[src/hdl/kml_pkg.sv]
// kml_pkg: shared types and constants for the k-means iteration block.
// Used by the controller, datapath and top level; no dependencies.
package kml_pkg;

  localparam int unsigned MAX_CLUSTERS = 8;
  localparam int unsigned LAB_W        = 3;
  localparam int unsigned COORD_W      = 16;
  localparam int unsigned SQ_W         = 34;
  localparam int unsigned CNT_OUT_W    = 11;
  localparam int unsigned CFG_IDX_W    = 2;
  localparam int unsigned CFG_DATA_W   = 16;

  // 10000 m^2 in Q16.16
  localparam logic [SQ_W-1:0] DIST_LIMIT = 34'd655360000;

  localparam logic [CFG_IDX_W-1:0] CFG_NUM_CLUSTERS = 2'd0;
  localparam logic [CFG_IDX_W-1:0] CFG_CONV_THRESH  = 2'd1;

  typedef enum logic [1:0] {
    ACT_CLEAR   = 2'd0,
    ACT_APPEND  = 2'd1,
    ACT_LOAD    = 2'd2,
    ACT_ITERATE = 2'd3
  } action_t;

  typedef enum logic [3:0] {
    ST_IDLE, ST_ACC_CLR, ST_RD, ST_LATCH, ST_SQ, ST_CMP, ST_WB,
    ST_DIVX, ST_WAITX, ST_DIVY, ST_WAITY, ST_MSQ, ST_MCMP, ST_OUT, ST_OWAIT
  } state_t;

  typedef struct packed {
    logic clr_total;
    logic append;
    logic load_ctr;
    logic acc_clr;
    logic latch_pt;
    logic sq_pt;
    logic sq_move;
    logic cmp;
    logic wb;
    logic div_x;
    logic div_y;
    logic cap_x;
    logic cap_y;
    logic mcmp;
    logic out_load;
    logic c_clr;
    logic c_inc;
  } cmd_t;

  typedef struct packed {
    logic total_zero;
    logic last_pt;
    logic last_c;
    logic div_done;
    logic out_acc;
  } stat_t;

endpackage

[src/hdl/kml_ctrl.sv]
// kml_ctrl: sequencer for the iterate pass and idle-time commands.
// Depends on kml_pkg.
module kml_ctrl (
  input  logic           clk,
  input  logic           rst_n,
  input  logic           in_valid,
  input  logic [1:0]     in_action,
  output logic           in_stall,
  input  kml_pkg::stat_t st,
  output kml_pkg::cmd_t  cmd
);

  kml_pkg::state_t state_r, state_nxt;
  logic            acc;

  assign in_stall = (state_r != kml_pkg::ST_IDLE);
  assign acc      = in_valid && !in_stall;

  always_comb begin
    state_nxt = state_r;
    unique case (state_r)
      kml_pkg::ST_IDLE:
        if (acc && kml_pkg::action_t'(in_action) == kml_pkg::ACT_ITERATE) begin
          state_nxt = kml_pkg::ST_ACC_CLR;
        end
      kml_pkg::ST_ACC_CLR: state_nxt = st.total_zero ? kml_pkg::ST_DIVX : kml_pkg::ST_RD;
      kml_pkg::ST_RD:      state_nxt = kml_pkg::ST_LATCH;
      kml_pkg::ST_LATCH:   state_nxt = kml_pkg::ST_SQ;
      kml_pkg::ST_SQ:      state_nxt = kml_pkg::ST_CMP;
      kml_pkg::ST_CMP:     state_nxt = st.last_c ? kml_pkg::ST_WB : kml_pkg::ST_SQ;
      kml_pkg::ST_WB:      state_nxt = st.last_pt ? kml_pkg::ST_DIVX : kml_pkg::ST_RD;
      kml_pkg::ST_DIVX:    state_nxt = kml_pkg::ST_WAITX;
      kml_pkg::ST_WAITX:   if (st.div_done) state_nxt = kml_pkg::ST_DIVY;
      kml_pkg::ST_DIVY:    state_nxt = kml_pkg::ST_WAITY;
      kml_pkg::ST_WAITY:   if (st.div_done) state_nxt = kml_pkg::ST_MSQ;
      kml_pkg::ST_MSQ:     state_nxt = kml_pkg::ST_MCMP;
      kml_pkg::ST_MCMP:    state_nxt = st.last_c ? kml_pkg::ST_OUT : kml_pkg::ST_DIVX;
      kml_pkg::ST_OUT:     state_nxt = kml_pkg::ST_OWAIT;
      kml_pkg::ST_OWAIT:
        if (st.out_acc) begin
          state_nxt = st.last_c ? kml_pkg::ST_IDLE : kml_pkg::ST_OUT;
        end
      default:             state_nxt = kml_pkg::ST_IDLE;
    endcase
  end

  always_comb begin
    cmd = '0;
    unique case (state_r)
      kml_pkg::ST_IDLE: begin
        if (acc) begin
          unique case (kml_pkg::action_t'(in_action))
            kml_pkg::ACT_CLEAR:   cmd.clr_total = 1'b1;
            kml_pkg::ACT_APPEND:  cmd.append    = 1'b1;
            kml_pkg::ACT_LOAD:    cmd.load_ctr  = 1'b1;
            kml_pkg::ACT_ITERATE: cmd.acc_clr   = 1'b1;
            default: ;
          endcase
        end
      end
      kml_pkg::ST_ACC_CLR: cmd.c_clr = 1'b1;
      kml_pkg::ST_RD: ;
      kml_pkg::ST_LATCH: begin
        cmd.latch_pt = 1'b1;
        cmd.c_clr    = 1'b1;
      end
      kml_pkg::ST_SQ: cmd.sq_pt = 1'b1;
      kml_pkg::ST_CMP: begin
        cmd.cmp   = 1'b1;
        cmd.c_inc = 1'b1;
      end
      kml_pkg::ST_WB: begin
        cmd.wb    = 1'b1;
        cmd.c_clr = 1'b1;
      end
      kml_pkg::ST_DIVX:  cmd.div_x = 1'b1;
      kml_pkg::ST_WAITX: cmd.cap_x = st.div_done;
      kml_pkg::ST_DIVY:  cmd.div_y = 1'b1;
      kml_pkg::ST_WAITY: cmd.cap_y = st.div_done;
      kml_pkg::ST_MSQ:   cmd.sq_move = 1'b1;
      kml_pkg::ST_MCMP: begin
        cmd.mcmp  = 1'b1;
        cmd.c_clr = st.last_c;
        cmd.c_inc = !st.last_c;
      end
      kml_pkg::ST_OUT:   cmd.out_load = 1'b1;
      kml_pkg::ST_OWAIT: cmd.c_inc = st.out_acc;
      default: ;
    endcase
  end

  always_ff @(posedge clk) begin
    if (!rst_n) begin
      state_r <= kml_pkg::ST_IDLE;
    end else begin
      state_r <= state_nxt;
    end
  end

endmodule

[config.mk]
export PLATFORM = sky130hd
export DESIGN_NAME = kml_ctrl
export DESIGN_NICKNAME = d
export VERILOG_FILES = /design/src/hdl/kml_pkg.sv /design/src/hdl/kml_ctrl.sv
export SDC_FILE = /design/constraint.sdc
export NUM_CORES = 1
export LEC_CHECK = 0
export BUFFER_PORTS_ARGS = -buffer_cell sky130_fd_sc_hd__buf_2
export CORE_AREA = 10 10 47 49
export CTS_BUF_LIST = sky130_fd_sc_hd__clkbuf_8 sky130_fd_sc_hd__clkbuf_16
export CTS_CLUSTER_SIZE = 24
export DETAILED_ROUTE_END_ITERATION = 7
export DIE_AREA = 0 0 57 59
export PLACE_DENSITY_LB_ADDON = 0.15
export SLEW_MARGIN = 20
export SYNTH_ARGS = -nofsm -noshare
export SYNTH_HDL_FRONTEND = slang
export SYNTH_SLANG_ARGS = --single-unit
[constraint.sdc]
create_clock -name clk -period 2.79 [get_ports clk]
set_clock_uncertainty 0.1 [all_clocks]
set_input_delay 0.558 -clock clk [delete_from_list [all_inputs] [get_ports clk]]
set_output_delay 0.558 -clock clk [all_outputs]
set_load 0.1 [all_outputs]
### Yosys cells after proc, flatten, opt, wreduce, memory -nomap -nowiden

Cells that the tools add are included.

* bits in registers: 4
* bits in latches: 0
* RAM bits: 0
* ROM bits: 0
* input port bits: 10
* output and inout bits: 18
* word-level logic and storage cells: 60
* memories: 0

* add/sub/neg operators: 0
* multiply operators: 0
* divide/modulo/power cells: 0
* order comparisons: 0
* equality and inequality tests: 21
* shift-type cells: 0
* muxes and demuxes: 29
* bitwise gates (word level): 0
* reduce and logical (&&, ||, !) cells: 9

Operator list (count)
* $pmux W4 S15: 1
* $mux W4: 8
* $eq A4 B4 Y1 const B: 7
* $eq A4 B3 Y1 const B: 4
* $mux W1: 15
* $eq A4 B2 Y1 const B: 2
* $ne A2 B2 Y1 const B: 4
* $mux W3: 2
* $eq A2 B2 Y1 const B: 2
* $eq A4 B1 Y1 const B: 1
* $logic_not A4 Y1: 1
* $reduce_and A4 Y1: 1
* $reduce_bool A4 Y1: 1
* $pmux W1 S3: 1
* $reduce_or A3 Y1: 1
* $eq A2 B1 Y1 const B: 1
* $logic_and A1 B1 Y1: 2
* $logic_not A1 Y1: 2
* $logic_not A2 Y1: 1
* $mux W2: 1
* $pmux W1 S2: 1

### Longest topological paths before layout

* depth after elaboration: 6
* depth in mapped cells: 6
* mapped depth without buffers: 4

### Least setup slack after synthesis

Ideal clock, no wire load.

* kind: reg2out
* start point: register state_r[0]
* end point: output port cmd[15] (netlist name)
* arrival: 3.066 ns
* required time: 2.132 ns
* setup slack: -0.934 ns
* cell stages (with the launch flop): 4
* path buffers: 0
* path through: dfxtp_1 -> nor4_2 -> nand2_1 -> nor3b_1

RTL lines
* from (decl): line kml_ctrl.sv:13 `kml_pkg::state_t state_r, state_nxt;`
* from (signal assigned): line kml_ctrl.sv:94 `state_r <= kml_pkg::ST_IDLE;`
* from (signal assigned): line kml_ctrl.sv:96 `state_r <= state_nxt;`
* to (decl): line kml_ctrl.sv:10 `output kml_pkg::cmd_t cmd`

==> results.yml <==
cts:
  cts_resized: 0
  clk_pin_slew_ns: 0.03
  cts_sinks: 4
  postCtsSetupBuffers: 0
  numCtsBuffers: 3
  clk_latency_ns: 0.21
  clockBufferDepth: 2
  cts_hold_buf: 0
  cts_root_buffer: "clkbuf_8"
  cts_tree: "done"
  htreeDepth: 1
global_routing:
  grt_max_degree: 17
  antenna_found_initial: 0
  overflow: 0
  grt_pass1_wl_microns: 2677
  grt_usage_pct: 9.445
  grt_pass1_vias: 621
die:
  core_sq_mm: 0.001401
  die_y_microns: 59
  top_level_ports: 28
  die_x_microns: 57
  die_area_sq_mm: 0.003363
  rows: 14
  floorplan.initialDensity_pct: 38.75
sta:
  hold_viol_final: 0
  slew_headroom_pct: 62.59
  rsz0062_at_grt: "no"
  tightest_slew_ns: 0.5603
  post-route-period-util_pct: 92.00
  finalSetupTns_ns: 0
  fin_crit_ns: 2.567
  drv_slew: 0
  setup_viol: 0
  clock.fmax_ghz: 0.3896
layout:
  drive_gt1_share_pct: 38.10
  fin_cells: 121
  final_common_cell: "buf_2"
  top_regs: "state_r x4"
  regMostFlops: "state_r"
  finish.net_count: 117
  area_growth_pct: 37.56
  largest_reg_flops: 4
  antenna_cells: 0
  final_cell_mix: "buf_2, nor2_1, nand2_1"
run:
  maxCapViolCount: 0
drt:
  drt-initial-drc-count: 9
  drc: 0
  postRouteAntennaNets: 0
  drt_pass1_iterations: 4
  post_drt_wl_per_cell_microns: 13.22
  vias: 638
  via_per_inst: 5.273
  drt-total-wl_microns: 1600
critical_path:
  crit_fanout: 16
  rr_startpoint: "state_r[1]"
  reg2reg_slack_ns: 1.00
  rr_worst_depth: 5
  worst_setup_path_end_kind: "primary output"
  r2r_end: "state_r[3]"
  worstSetupPathType: "reg2out"
  crit_arrival_ns: 1.91
  start_kind: "flop"
  cp-startpoint: "state_r[3]"
  cp.required_ns: 2.13
logic_synthesis:
  synth_cell_types: 32
  mappedNetlistArea_sq_um: 543.0
  syn_inst: 78
  ys_warn_count: 0
  syn-num-nets: 88
  yosysSeqAreaShare_pct: 14.75
  syn_avg_cell_area_sq_um: 6.962
  ys.flop_type: "dfxtp_1"
  ys_ff_latch: 4
  synth_edf_count: 0
  synth-async-reset-ratio_pct: 0
worst_hold_path:
  min_path_cells: 2
  hold_end: "state_r[3]"
  hold_class: "in2reg"
  hp-start: "rst_n"
power_and_ir_drop:
  power_uw: 298.2
  ir_drop_mv: 0.3445
  power.density_mw_per_mm2: 399.2
  p_leak_uw: 0.0003509
placement:
  port_buffers: 27
  gp_congestion: 0.7729
  dp_cells: 118
  dp_hpwl_microns: 1305
status:
  status: "complete, no violations"
[layer usage]
metal	wire length, microns	vias to the layer above	track usage, %	part of all wire, %
li1	-	334	-	-
met1	714	280	10.53	45
met2	728	22	14.88	46
met3	140	2	3.433	8.8
met4	17	0	6.040	1.1
met5	0	-	0	0
[Yosys cell counts (all sizes together), types with 3 or more instances]
cell	count	area, sq um
nor2	14	52.55
nand2	7	26.28
buf	5	31.28
nand2b	5	31.28
dfxtp	4	80.08
nor3	4	20.02
nor2b	3	18.77
nor3b	3	22.52
o21a	3	22.52
o21ai	3	15.01
[report_power, final]
group / leakage [uW] / total, uW / switching (uW) / internal [uW]
Sequential: 0.0000324 / 63.5 / 3.56 / 59.9
Combinational: 0.000297 / 116 / 83.5 / 32.2
Clock: 0.0000216 / 119 / 27.3 / 91.7
[worst max-delay path, stage by stage, from the launching register on]
cell and delay [ns]:
dfxtp_1 0.47, nor4_2 0.41, nand2_1 0.15, nor3b_1 0.20, buf_2 0.45
[logic make-up (layout without fill, tap and decap cells)]
group / Yosys count / in the layout / share of synthesized area (%)
flip-flops: 4 / 4 / 14.75
buffers and inverters: 7 / 34 / 7.143
XOR/XNOR: 1 / 1 / 1.613
AO/OA/AOI/OAI: 20 / 20 / 29.95
AND/OR/NAND/NOR: 46 / 46 / 46.55
[worst max-delay path by stage]
stage	to	cells past startpoint
after floorplan	cmd[15]	3
after global placement	cmd[15]	4
after global routing	cmd[14]	4
after detailed placement	cmd[15]	4
after CTS	cmd[15]	4
final	cmd[15]	4
[stage by stage]
step | instance area (sq um) | hold WS, ns | setup slack [ns] | util, %
after global routing | 747.0 | 0.5075 | 0.05449 | 53.30
after CTS | 747.0 | 0.4902 | 0.2179 | 53.30
final | 747.0 | 0.4909 | 0.2231 | 53.30
after detailed placement | 705.7 | 0.4975 | 0.4545 | 50.36
after global placement | 705.7 | 0.4904 | 0.4956 | 50.36
after floorplan | 566.8 | 0.5756 | -0.9338 | -
[area by class of cell]
| type | count | area [sq um] |
|---|---|---|
| fillers | 151 | 654.4 |
| multi-input cells | 67 | 447.9 |
| repair buffers | 29 | 150.1 |
| flip-flops and latches | 4 | 80.08 |
| clock buffers | 3 | 41.29 |
| well taps | 16 | 20.02 |
| inverters | 2 | 7.507 |
(Power assumes the default switching activity.)
